==> src/design/ske_pkg.sv <==
// Shared constants and types for the scalar Kalman estimator.
package ske_pkg;

   // Register file indexes
   localparam int CSR_IDX_W = 2;
   localparam logic [CSR_IDX_W-1:0] CSR_MEAS_ERR  = 2'd0;
   localparam logic [CSR_IDX_W-1:0] CSR_INIT_ERR  = 2'd1;
   localparam logic [CSR_IDX_W-1:0] CSR_PROC_NOISE = 2'd2;

   // Fixed field widths
   localparam int CFG_W = 16;
   localparam int IO_W  = 16;
   localparam int ERR_INT_W = 32;

   // Shared adder operation
   typedef enum logic {
      ALU_ADD,
      ALU_SUB
   } alu_op_type;

endpackage

==> src/design/ske_alu.sv <==
// Shared adder/subtractor with carry out (carry high on subtract means no borrow).
module ske_alu import ske_pkg::*; #(
   parameter int WIDTH = 50
) (
   input  logic [WIDTH-1:0] a,
   input  logic [WIDTH-1:0] b,
   input  alu_op_type       op,
   output logic [WIDTH-1:0] res,
   output logic             carry
);

   logic [WIDTH:0] full;
   logic [WIDTH-1:0] b_eff;

   // Two's complement subtract by inverted operand and carry in
   assign b_eff = (op == ALU_SUB) ? ~b : b;
   assign full  = {1'b0, a} + {1'b0, b_eff} + {{WIDTH{1'b0}}, (op == ALU_SUB)};
   assign res   = full[WIDTH-1:0];
   assign carry = full[WIDTH];

endmodule

==> src/design/scalar_kalman_estimator_unit.sv <==
// Top level of the scalar Kalman estimator: sequencer around one shared adder.
//
//  channel | direction | handshake             | payload
//  req     | in        | req_valid/req_ready   | req_measurement[15:0]
//  rsp     | out       | rsp_valid/rsp_ready   | rsp_filtered_value[15:0]
//  csr     | in        | csr_valid/csr_ready   | csr_index[1:0], csr_data[15:0]
//
// Every step of a measurement goes through the one adder: restoring division
// for the gain, then three shift-add multiplies.
// A zero measurement_error skips the division.
// A finished result waits in an output register; the next transaction may be taken
// meanwhile and stalls before its commit until the output register is free.
// Synchronous reset clears sequencer and estimate, loads error and CSR defaults.
module scalar_kalman_estimator_unit import ske_pkg::*; #(
   parameter int SAMPLE_BITS = 16,
   parameter int FRAC_BITS   = 16
) (
   input  logic                 clock,
   input  logic                 reset,
   input  logic                 req_valid,
   output logic                 req_ready,
   input  logic [IO_W-1:0]      req_measurement,
   output logic                 rsp_valid,
   input  logic                 rsp_ready,
   output logic [IO_W-1:0]      rsp_filtered_value,
   input  logic                 csr_valid,
   output logic                 csr_ready,
   input  logic [CSR_IDX_W-1:0] csr_index,
   input  logic [CFG_W-1:0]     csr_data
);

   localparam int EST_W = SAMPLE_BITS + FRAC_BITS;
   localparam int ERR_W = ERR_INT_W + FRAC_BITS;
   localparam int GAIN_W = FRAC_BITS + 1;
   localparam int BW = (GAIN_W > CFG_W) ? GAIN_W : CFG_W;
   localparam int PROD_W = ERR_W + BW;
   localparam int ADD_W = ERR_W + 2;
   localparam int CNT_W = $clog2(BW);
   localparam logic [GAIN_W-1:0] ONE_Q = {1'b1, {FRAC_BITS{1'b0}}};
   localparam logic [ERR_W-1:0]  ERR_MAX = {ERR_W{1'b1}};

   // Sequencer states
   localparam logic [3:0] S_IDLE  = 4'd0;
   localparam logic [3:0] S_DEN   = 4'd1;
   localparam logic [3:0] S_DIV   = 4'd2;
   localparam logic [3:0] S_DIFF  = 4'd3;
   localparam logic [3:0] S_DIFF2 = 4'd4;
   localparam logic [3:0] S_MUL   = 4'd5;
   localparam logic [3:0] S_NEXT  = 4'd6;
   localparam logic [3:0] S_SUM   = 4'd7;
   localparam logic [3:0] S_DONE  = 4'd8;

   // Multiply phases
   localparam logic [1:0] PH_STEP  = 2'd0;
   localparam logic [1:0] PH_KEEP  = 2'd1;
   localparam logic [1:0] PH_ADDED = 2'd2;

   // Control registers
   logic [3:0]       state_ff, state_in;
   logic [1:0]       phase_ff, phase_in;
   logic [CNT_W-1:0] cnt_ff, cnt_in;
   logic             rsp_valid_ff, rsp_valid_in;

   // Filter state and configuration
   logic [EST_W-1:0] last_ff, last_in;
   logic [ERR_W-1:0] err_ff, err_in;
   logic [CFG_W-1:0] me_ff, me_in;
   logic [CFG_W-1:0] pn_ff, pn_in;

   // Working payload registers
   logic [EST_W-1:0]  meas_ff, meas_in;
   logic [ERR_W:0]    den_ff, den_in;
   logic [ERR_W:0]    rem_ff, rem_in;
   logic [GAIN_W-1:0] gain_ff, gain_in;
   logic              up_ff, up_in;
   logic [ERR_W-1:0]  mcand_ff, mcand_in;
   logic [PROD_W-1:0] prod_ff, prod_in;
   logic [EST_W-1:0]  step_ff, step_in;
   logic [ERR_W-1:0]  keep_ff, keep_in;
   logic [IO_W-1:0]   rsp_data_ff, rsp_data_in;

   // Shared adder
   logic [ADD_W-1:0] alu_a, alu_b, alu_res;
   alu_op_type       alu_op;
   logic             alu_carry;

   ske_alu #(.WIDTH(ADD_W)) u_alu (
      .a     (alu_a),
      .b     (alu_b),
      .op    (alu_op),
      .res   (alu_res),
      .carry (alu_carry)
   );

   // Helpers
   logic [IO_W+SAMPLE_BITS-1:0] meas_ext;
   logic [SAMPLE_BITS-1:0]      sample;
   logic [ERR_W-1:0]            prod_hi;
   logic [ERR_W:0]              prod_hi_new;
   logic [ERR_W-1:0]            added_sat;
   logic [EST_W+IO_W-1:0]       out_ext;
   logic                        cnt_last;
   logic                        req_fire, rsp_fire, csr_fire;

   assign meas_ext  = {{SAMPLE_BITS{1'b0}}, req_measurement};
   assign sample    = meas_ext[SAMPLE_BITS-1:0];
   assign prod_hi   = prod_ff[PROD_W-1:BW];
   assign added_sat = (prod_ff[PROD_W-1:ERR_W] != '0) ? ERR_MAX : prod_ff[ERR_W-1:0];
   assign out_ext   = {{IO_W{1'b0}}, last_ff};
   assign cnt_last  = (cnt_ff == CNT_W'(BW - 1));

   assign req_ready = (state_ff == S_IDLE);
   assign csr_ready = 1'b1;
   assign req_fire  = req_valid && req_ready;
   assign rsp_fire  = rsp_valid_ff && rsp_ready;
   assign csr_fire  = csr_valid && csr_ready;

   assign rsp_valid          = rsp_valid_ff;
   assign rsp_filtered_value = rsp_data_ff;

   // Sequencer and datapath next values
   always_comb begin
      state_in     = state_ff;
      phase_in     = phase_ff;
      cnt_in       = cnt_ff;
      rsp_valid_in = rsp_valid_ff && !rsp_fire;
      last_in      = last_ff;
      err_in       = err_ff;
      me_in        = me_ff;
      pn_in        = pn_ff;
      meas_in      = meas_ff;
      den_in       = den_ff;
      rem_in       = rem_ff;
      gain_in      = gain_ff;
      up_in        = up_ff;
      mcand_in     = mcand_ff;
      prod_in      = prod_ff;
      step_in      = step_ff;
      keep_in      = keep_ff;
      rsp_data_in  = rsp_data_ff;
      alu_a        = '0;
      alu_b        = '0;
      alu_op       = ALU_ADD;
      prod_hi_new  = '0;

      case (state_ff)
         S_IDLE: begin
            if (req_fire) begin
               meas_in  = {sample, {FRAC_BITS{1'b0}}};
               state_in = S_DEN;
            end
         end
         // Gain denominator; zero measurement error resolves the gain directly
         S_DEN: begin
            alu_a   = ADD_W'(err_ff);
            alu_b   = ADD_W'({me_ff, {FRAC_BITS{1'b0}}});
            den_in  = alu_res[ERR_W:0];
            rem_in  = {1'b0, err_ff};
            cnt_in  = '0;
            gain_in = '0;
            if (me_ff == '0) begin
               gain_in  = (err_ff != '0) ? ONE_Q : '0;
               state_in = S_DIFF;
            end else begin
               state_in = S_DIV;
            end
         end
         // Restoring division, one quotient bit per cycle
         S_DIV: begin
            alu_a  = ADD_W'({rem_ff, 1'b0});
            alu_b  = ADD_W'(den_ff);
            alu_op = ALU_SUB;
            if (alu_carry) begin
               rem_in  = alu_res[ERR_W:0];
               gain_in = {gain_ff[GAIN_W-2:0], 1'b1};
            end else begin
               rem_in  = {rem_ff[ERR_W-1:0], 1'b0};
               gain_in = {gain_ff[GAIN_W-2:0], 1'b0};
            end
            cnt_in = cnt_ff + 1'b1;
            if (cnt_ff == CNT_W'(FRAC_BITS - 1)) begin
               state_in = S_DIFF;
            end
         end
         // Magnitude of measurement minus estimate
         S_DIFF: begin
            alu_a  = ADD_W'(meas_ff);
            alu_b  = ADD_W'(last_ff);
            alu_op = ALU_SUB;
            up_in  = alu_carry;
            if (alu_carry) begin
               mcand_in = ERR_W'(alu_res[EST_W-1:0]);
               prod_in  = PROD_W'(gain_ff);
               phase_in = PH_STEP;
               cnt_in   = '0;
               state_in = S_MUL;
            end else begin
               state_in = S_DIFF2;
            end
         end
         S_DIFF2: begin
            alu_a    = ADD_W'(last_ff);
            alu_b    = ADD_W'(meas_ff);
            alu_op   = ALU_SUB;
            mcand_in = ERR_W'(alu_res[EST_W-1:0]);
            prod_in  = PROD_W'(gain_ff);
            phase_in = PH_STEP;
            cnt_in   = '0;
            state_in = S_MUL;
         end
         // Shift-add multiply, LSB first
         S_MUL: begin
            alu_a       = ADD_W'(prod_hi);
            alu_b       = ADD_W'(mcand_ff);
            prod_hi_new = prod_ff[0] ? alu_res[ERR_W:0] : {1'b0, prod_hi};
            prod_in     = {prod_hi_new, prod_ff[BW-1:1]};
            cnt_in      = cnt_ff + 1'b1;
            if (cnt_last) begin
               cnt_in = '0;
               case (phase_ff)
                  PH_STEP: begin
                     step_in  = prod_in[FRAC_BITS +: EST_W];
                     state_in = S_NEXT;
                  end
                  PH_KEEP: begin
                     keep_in  = prod_in[FRAC_BITS +: ERR_W];
                     mcand_in = ERR_W'(step_ff);
                     prod_in  = PROD_W'(pn_ff);
                     phase_in = PH_ADDED;
                  end
                  default: begin
                     state_in = S_SUM;
                  end
               endcase
            end
         end
         // New estimate, then load err * (1 - gain)
         S_NEXT: begin
            alu_a    = ADD_W'(last_ff);
            alu_b    = ADD_W'(step_ff);
            alu_op   = up_ff ? ALU_ADD : ALU_SUB;
            last_in  = alu_res[EST_W-1:0];
            mcand_in = err_ff;
            prod_in  = PROD_W'(ONE_Q - gain_ff);
            phase_in = PH_KEEP;
            cnt_in   = '0;
            state_in = S_MUL;
         end
         // Saturating error sum
         S_SUM: begin
            alu_a    = ADD_W'(keep_ff);
            alu_b    = ADD_W'(added_sat);
            err_in   = alu_res[ERR_W] ? ERR_MAX : alu_res[ERR_W-1:0];
            state_in = S_DONE;
         end
         // Hand result to the output register once it is free
         S_DONE: begin
            if (!rsp_valid_ff || rsp_ready) begin
               rsp_data_in  = out_ext[FRAC_BITS +: IO_W];
               rsp_valid_in = 1'b1;
               state_in     = S_IDLE;
            end
         end
         default: begin
            state_in = S_IDLE;
         end
      endcase

      // Register writes
      if (csr_fire) begin
         case (csr_index)
            CSR_MEAS_ERR: me_in = csr_data;
            CSR_INIT_ERR: begin
               err_in  = ERR_W'({csr_data, {FRAC_BITS{1'b0}}});
               last_in = '0;
            end
            CSR_PROC_NOISE: pn_in = csr_data;
            default: ;
         endcase
      end
   end

   // Control and filter state
   always_ff @(posedge clock) begin
      if (reset) begin
         state_ff     <= S_IDLE;
         phase_ff     <= PH_STEP;
         cnt_ff       <= '0;
         rsp_valid_ff <= 1'b0;
         last_ff      <= '0;
         err_ff       <= ERR_W'({CFG_W'(1), {FRAC_BITS{1'b0}}});
         me_ff        <= CFG_W'(1);
         pn_ff        <= CFG_W'(1);
      end else begin
         state_ff     <= state_in;
         phase_ff     <= phase_in;
         cnt_ff       <= cnt_in;
         rsp_valid_ff <= rsp_valid_in;
         last_ff      <= last_in;
         err_ff       <= err_in;
         me_ff        <= me_in;
         pn_ff        <= pn_in;
      end
   end

   // Working registers
   always_ff @(posedge clock) begin
      meas_ff     <= meas_in;
      den_ff      <= den_in;
      rem_ff      <= rem_in;
      gain_ff     <= gain_in;
      up_ff       <= up_in;
      mcand_ff    <= mcand_in;
      prod_ff     <= prod_in;
      step_ff     <= step_in;
      keep_ff     <= keep_in;
      rsp_data_ff <= rsp_data_in;
   end

   // Partial remainder stays below the divisor
   a_rem_below_den: assert property (@(posedge clock) disable iff (reset)
      (state_ff == S_DIV) |-> (rem_ff < den_ff))
      else $error("division remainder not below divisor");

   // Gain never exceeds one
   a_gain_le_one: assert property (@(posedge clock) disable iff (reset)
      (state_ff == S_MUL && phase_ff == PH_STEP) |-> (gain_ff <= ONE_Q))
      else $error("gain above one");

   // Estimate step no larger than the difference it scales
   a_step_le_diff: assert property (@(posedge clock) disable iff (reset)
      (state_ff == S_NEXT) |-> (ERR_W'(step_ff) <= mcand_ff))
      else $error("estimate step exceeds difference");

   // Kept error never grows
   a_keep_le_err: assert property (@(posedge clock) disable iff (reset)
      (state_ff == S_SUM) |-> (keep_ff <= err_ff))
      else $error("kept error exceeds prior error");

   // An accepted transaction starts the sequence
   a_accept_starts: assert property (@(posedge clock) disable iff (reset)
      req_fire |=> (state_ff == S_DEN))
      else $error("accepted transaction did not start");

endmodule

==> config.mk <==
export PLATFORM = sky130hd
export DESIGN_NAME = scalar_kalman_estimator_unit
export DESIGN_NICKNAME = d
export VERILOG_FILES = /design/src/design/ske_pkg.sv /design/src/design/ske_alu.sv /design/src/design/scalar_kalman_estimator_unit.sv
export SDC_FILE = /design/constraint.sdc
export NUM_CORES = 1
export LEC_CHECK = 0
export ABC_AREA = 1
export BUFFER_PORTS_ARGS = -buffer_cell sky130_fd_sc_hd__clkbuf_2
export CORE_MARGIN = 5
export CORE_UTILIZATION = 45
export CTS_CLUSTER_SIZE = 28
export DETAILED_ROUTE_END_ITERATION = 10
export MAX_ROUTING_LAYER = met4
export PLACE_DENSITY = 0.66
export SYNTH_ARGS = -nofsm -noshare
export SYNTH_HDL_FRONTEND = slang
export SYNTH_HIERARCHICAL = 1
export SYNTH_SLANG_ARGS = --single-unit
==> constraint.sdc <==
create_clock -name clock -period 12.8 [get_ports clock]
set_input_delay 1.28 -clock clock [delete_from_list [all_inputs] [get_ports clock]]
set_output_delay 1.28 -clock clock [all_outputs]
set_load 0.01 [all_outputs]
==> results of run 1 <==
-- state kept, by name (all words and copies together) (netlist names) --
register and count:
phase_ff 2, err_ff 48, rsp_valid 1, prod_ff 65, gain_ff 17, me_ff 16
meas_ff 16, last_ff 32, keep_ff 48, mcand_ff 48, step_ff 32, rsp_filtered_value 16
state_ff 4, den_ff 49, up_ff 1, rem_ff 49, pn_ff 16, cnt_ff 5
-- per-stage QoR --
stage	hold WS (ps)	setup slack (ps)	cell area [µm²]
floorplan	408	6510	27100
global placement	420	6240	28000
detailed placement	416	6150	28000
CTS	431	6090	29700
global route	438	5540	29700
finish	431	5950	29700
-- layout by cell type, fill, tap and decap left out, drive strengths merged --
| master | count |
|---|---|
| o21bai | 4 |
| nor2 | 342 |
| inv | 498 |
| o22ai | 55 |
| a211oi | 62 |
| or3 | 2 |
| or2 | 3 |
| a21oi | 119 |
| o22a | 1 |
| a21o | 1 |
| buf | 36 |
| a31oi | 1 |
| o21ai | 247 |
| dfxtp | 124 |
| nor4 | 5 |
| bufinv | 4 |
| fa | 1 |
| nand2 | 983 |
| nand3b | 20 |
| o211ai | 64 |
| clkinvlp | 1 |
| a21boi | 2 |
| o221ai | 28 |
| nor3 | 69 |
| xnor2 | 4 |
| clkbuf | 127 |
| xor2 | 76 |
| edfxtp | 341 |
| diode | 1 |
| and2 | 3 |
| o2111ai | 2 |
| conb | 2 |
| a22o | 17 |
| nand3 | 131 |
| ha | 53 |
| nand4 | 34 |
| clkinv | 18 |
-- worst register-to-register path, cell delays in order (launching register included) --
cell and delay (ps):
dfxtp_1 340, inv_1 150, nor2_2 100, nand2_4 200, clkinv_2 680, buf_4 650
nand2_1 160, o21ai_0 80, nor3_1 190, nand2_1 120, xor2_1 170, ha_1 410
nand2_2 170, inv_2 60, a21oi_1 210, o21ai_0 140, nor2_1 150, nand2_1 90
nand2_1 60, nand2_1 90, inv_2 570, nand2_1 220, nand2_1 130, clkinv_2 510
nand2_1 340, inv_2 40, buf_4 380
-- layer usage --
metal  up-vias  wire (µm)
li1      11400          -
met4         0       4320
met5         -          0
met1     11400      41100
met3       245       9560
met2      1248      42500
-- where the power goes --
| part | switching [mW] | internal, mW | total (mW) |
|---|---|---|---|
| combinational | 2.29 | 0.767 | 3.06 |
| sequential | 0.127 | 2.21 | 2.33 |
| clock | 0.646 | 0.874 | 1.52 |
-- path summary, 6_finish.rpt --
check,start,end,slack [ps],depth (start not counted)
setup reg to reg,state_ff[1]$_SDFFE_PP0P_,mcand_ff[41]$_DFFE_PP_,5950,26
hold / removal,last_ff[29]$_SDFF_PP0_,rsp_filtered_value[13]$_DFFE_PP_,430,0
hold reg to reg,last_ff[29]$_SDFF_PP0_,rsp_filtered_value[13]$_DFFE_PP_,430,0
setup / recovery,state_ff[1]$_SDFFE_PP0P_,mcand_ff[41]$_DFFE_PP_,5950,26
-- cell type report --
| type | instances | area share [%] |
|---|---|---|
| Sequential cell | 465 | 42.9 |
| Multi-Input combinational cell | 2331 | 39.9 |
| Inverter | 498 | 6.31 |
| Clock buffer | 71 | 4.89 |
| Tap cell | 782 | 3.30 |
| Timing Repair Buffer | 92 | 1.86 |
| Clock inverter | 23 | 0.861 |
| Antenna cell | 1 | 0.00844 |
==> flow_metrics.tcl, run 1 <==
set metrics [dict create \
    status "complete, no violations" \
    initial_core_util_pct 45.1 \
    die-width_um 255 \
    seq_area_um2 12700 \
    rsz0062_at_grt "no" \
    fin_tns_setup_ps 0 \
    multi_input_area_um2 11800 \
    num_vias 24300 \
    busiest_layer "met2" \
    std_cell_rows 90 \
    hold_buffers 0 \
    hold_violations 0 \
    worst_pin_slew_ps 1180 \
    cp_slowest_cell "clkinv_2" \
    ant_nets 0 \
    htree_levels 2 \
    nFillCells 5929 \
    crit_fanout 58 \
    syn_area_per_cell_um2 7.84 \
    use_met1_pct 40.5 \
    grt_pass1_wl_mm 145 \
    post_cts_resized 0 \
    drt_iter0_drc 3153 \
    vdd_ir_drop_max_uv 149 \
    drc 0 \
    clock_latency_ps 620 \
    grt_pass1_vias 22800 \
    clk_pin_slew_ps 60 \
    required_ps 13030 \
    cts.sinks 465 \
    leakage_nw 13.0 \
    cts_tree "done" \
    wl_per_cell_um 22.9 \
    clock_path_buffers 3 \
    numCtsBuffers 50 \
    io_pins 58 \
    place.gp.congestion 1.02 \
    slowest_delay_ps 680 \
    worst_setup_path_start_kind "register" \
    design.core.area_um2 60000 \
    dieHeight_um 255 \
    grt_max_degree 92 \
    drive_gt1_share_pct 8.79 \
    grtUsageTotal_pct 29.6 \
    crit_type "reg2reg" \
    endpoint_kind "register" \
    final_util_pct 49.4 \
    antenna_found_initial 1 \
    cts_setup_buffers 0 \
    path_buf_inv 8 \
    maxSlewHeadroom_pct 21.4 \
    fin_nets 3531 \
    gr-usage-met2_pct 44.2 \
    power_density_nw_per_um2 233 \
    port_buffers 56 \
    dp_cells 4168 \
    ys_warn_count 6 \
    viasPerCell 5.69 \
    hp-class "reg2reg" \
    crit_top_cell "nand2_1" \
    fin_skew_ps 36.8 \
    drv_cap 0 \
    totalWireLength_mm 97.5 \
    die_area_um2 65200 \
    instances_no_fill 4263 \
    setup_viol 0 \
    syn_inst 3457 \
    areaGrowthSynthToFinish_pct 9.48 \
    fin_crit_sh_pct 53.5 \
    dp_hpwl_mm 67.6 \
    slew_violations 0 \
    netlist_area_um2 27100 \
    grtUsageMet3_pct 5.37 \
    overflow 0 \
    synth_nets 3550 \
    cts_root_buf "clkbuf_16" \
    arrival_ps 7080 \
    min_period_ps 6850 \
    crit_family "buffers and inverters" \
    max_freq_ghz 0.146 \
    dr.pass1.iters 7 \
    total_power_mw 6.92 \
]
(Power assumes the default switching activity.)
==> run 2, diff against run 1 <==
--- a/config.mk
+++ b/config.mk
@@ -12,7 +12,7 @@
 export CTS_CLUSTER_SIZE = 28
 export DETAILED_ROUTE_END_ITERATION = 10
 export MAX_ROUTING_LAYER = met4
-export PLACE_DENSITY = 0.66
+export PLACE_DENSITY = 0.69
 export SYNTH_ARGS = -nofsm -noshare
 export SYNTH_HDL_FRONTEND = slang
 export SYNTH_HIERARCHICAL = 1
==> constraint.sdc (replaced) <==
create_clock -name clock -period 6.3 [get_ports clock]
set_input_delay 0.63 -clock clock [delete_from_list [all_inputs] [get_ports clock]]
set_output_delay 0.63 -clock clock [all_outputs]
set_load 0.01 [all_outputs]
==> run 2 against run 1 <==
Effect of this change:
- core utilization grew 0.43 points
- critical endpoint is now rem_ff[13]$_DFFE_PP_
- count of clock-buffer cells in the layout grew 3
- critical path type unchanged
- sequential share of layout area shrank 0.37 points
- sequential power grew 100%
- hold slack lost 270 ps
- global-route usage grew 0.90 points
- non-clock buffer count grew 22
- largest power group unchanged
==> flow_metrics.tcl, run 2 (same netlist as run 1, synthesis figures left out) <==
set metrics [dict create \
    worst_pin_slew_ps 1150 \
    num_vias 25000 \
    overflow 0 \
    cts.sinks 465 \
    power_frac_clock_pct 20.9 \
    dp_cells 4190 \
    design.core.area_um2 60000 \
    fin_skew_ps 54.4 \
    totalWireLength_mm 101 \
    crit_family "buffers and inverters" \
    vdd_ir_drop_max_uv 285 \
    port_buffers 56 \
    numCtsBuffers 50 \
    p_sw_share_pct 45.2 \
    mostFrequentLayoutCells "nand2_1 (941), inv_1 (470), edfxtp_1 (341), nor2_1 (302), o21ai_0 (240)" \
    final_area_um2 29900 \
    arrival_ps 5780 \
    drv_cap 0 \
    status "complete, no violations" \
    dp_hpwl_mm 72.9 \
    wl_per_cell_um 23.6 \
    hold_violations 0 \
    crit_type "reg2reg" \
    clock_path_buffers 3 \
    slowest_delay_ps 630 \
    grt_max_degree 94 \
    clock_latency_ps 640 \
    fin_crit_sh_pct 86.6 \
    power_frac_seq_pct 32.9 \
    fin_nets 3553 \
    min_path_cells 1 \
    place.gp.congestion 1.02 \
    largest_reg_flops 65 \
    total_power_mw 14.4 \
    clk_pin_slew_ps 60 \
    fin_tns_setup_ps 0 \
    drc 0 \
    setup_viol 0 \
    slew_violations 0 \
    cts_root_buf "clkbuf_16" \
    grt_pass1_wl_mm 149 \
    min_period_ps 5450 \
    top_register "prod_ff" \
    leakage_nw 13.1 \
    viasPerCell 5.83 \
    path_buf_inv 9 \
    cp_slowest_cell "buf_4" \
    p_switching_mw 6.53 \
    final_common_cell "nand2_1" \
    power.internal_mw 7.92 \
    power_density_nw_per_um2 483 \
    max_freq_ghz 0.183 \
    top_regs "prod_ff: 65 flops, den_ff: 49 flops, rem_ff: 49 flops" \
    num_antenna_cells 0 \
    io_pins 58 \
    endpoint_kind "register" \
    instances_no_fill 4284 \
    die_area_um2 65200 \
    dpl-instance-area_um2 28200 \
    initial_core_util_pct 45.1 \
    ant_nets 0 \
    rsz0062_at_grt "no" \
    crit_fanout 68 \
    antenna_found_initial 0 \
    comb_power_share_pct 46.2 \
    drive_gt1_share_pct 9.34 \
    worst-path-stages 25 \
    required_ps 6630 \
    die-width_um 255 \
    worst_setup_path_start_kind "register" \
    r2r_cells 25 \
    dr.pass1.iters 6 \
    crit_top_cell "nand2_1" \
    cts_tree "done" \
    post_cts_resized 0 \
    cts_setup_buffers 0 \
    hp-class "in2reg" \
    dieHeight_um 255 \
    grtUsageTotal_pct 30.5 \
    std_cell_rows 90 \
    nFillCells 5782 \
    grt_pass1_vias 23100 \
    drt_iter0_drc 3565 \
    areaGrowthSynthToFinish_pct 10.4 \
    hold_buffers 0 \
    maxSlewHeadroom_pct 23.0 \
    htree_levels 2 \
]
==> run 2: cell types whose count changed in the layout (fill, tap and decap cells not counted), moves of 3 or more <==
cell,change
clkinv_1,-5
buf_4,+12
clkbuf_1,+5
buf_12,+10
clkbuf_8,-3
clkinv_4,+5
==> run 2: power groups by stage <==
stage	sequential, mW	clock [mW]	combinational, mW
CTS	4.74	3.03	6.46
finish	4.75	3.03	6.67
detailed placement	4.79	0	6.42
floorplan	4.71	0	4.06
global route	4.80	3.17	7.11
global placement	4.79	0	6.39
==> run 2: final timing paths <==
| check | startpoint | end | slack [ps] |
|---|---|---|---|
| setup / recovery | state_ff[3]$_SDFFE_PP0P_ | rem_ff[13]$_DFFE_PP_ | 850 |
| hold / removal | req_measurement[10] | meas_ff[26]$_DFFE_PP_ | 160 |
| setup reg to reg | state_ff[3]$_SDFFE_PP0P_ | rem_ff[13]$_DFFE_PP_ | 850 |
| hold reg to reg | last_ff[18]$_SDFF_PP0_ | rsp_filtered_value[2]$_DFFE_PP_ | 440 |
==> run 2: cell type report <==
| type | count | area (µm²) | share of cell area, % |
|---|---|---|---|
| sequential | 465 | 12700 | 42.5 |
| multi-input combinational | 2331 | 11800 | 39.5 |
| inverter | 498 | 1870 | 6.25 |
| clock buffer | 74 | 1450 | 4.86 |
| tap | 782 | 978 | 3.27 |
| timing repair buffer | 114 | 841 | 2.81 |
| clock inverter | 20 | 224 | 0.749 |
==> run 2: metal layers <==
metal / track usage, % / up-vias / share of wire [%]
met5: - / - / 0
met1: 42.6 / 11700 / 41
li1: - / 11400 / -
met2: 45.6 / 1624 / 43
met3: 5.08 / 261 / 11
met4: 10.3 / 0 / 4.2
==> run 2: per-stage QoR <==
step,worst slack [ps],hold slack (ps),util (%)
detailed placement,1100,425,47.1
global route,601,159,49.8
finish,845,164,49.8
global placement,1120,424,47.1
floorplan,7.27,408,-
CTS,1010,151,49.8
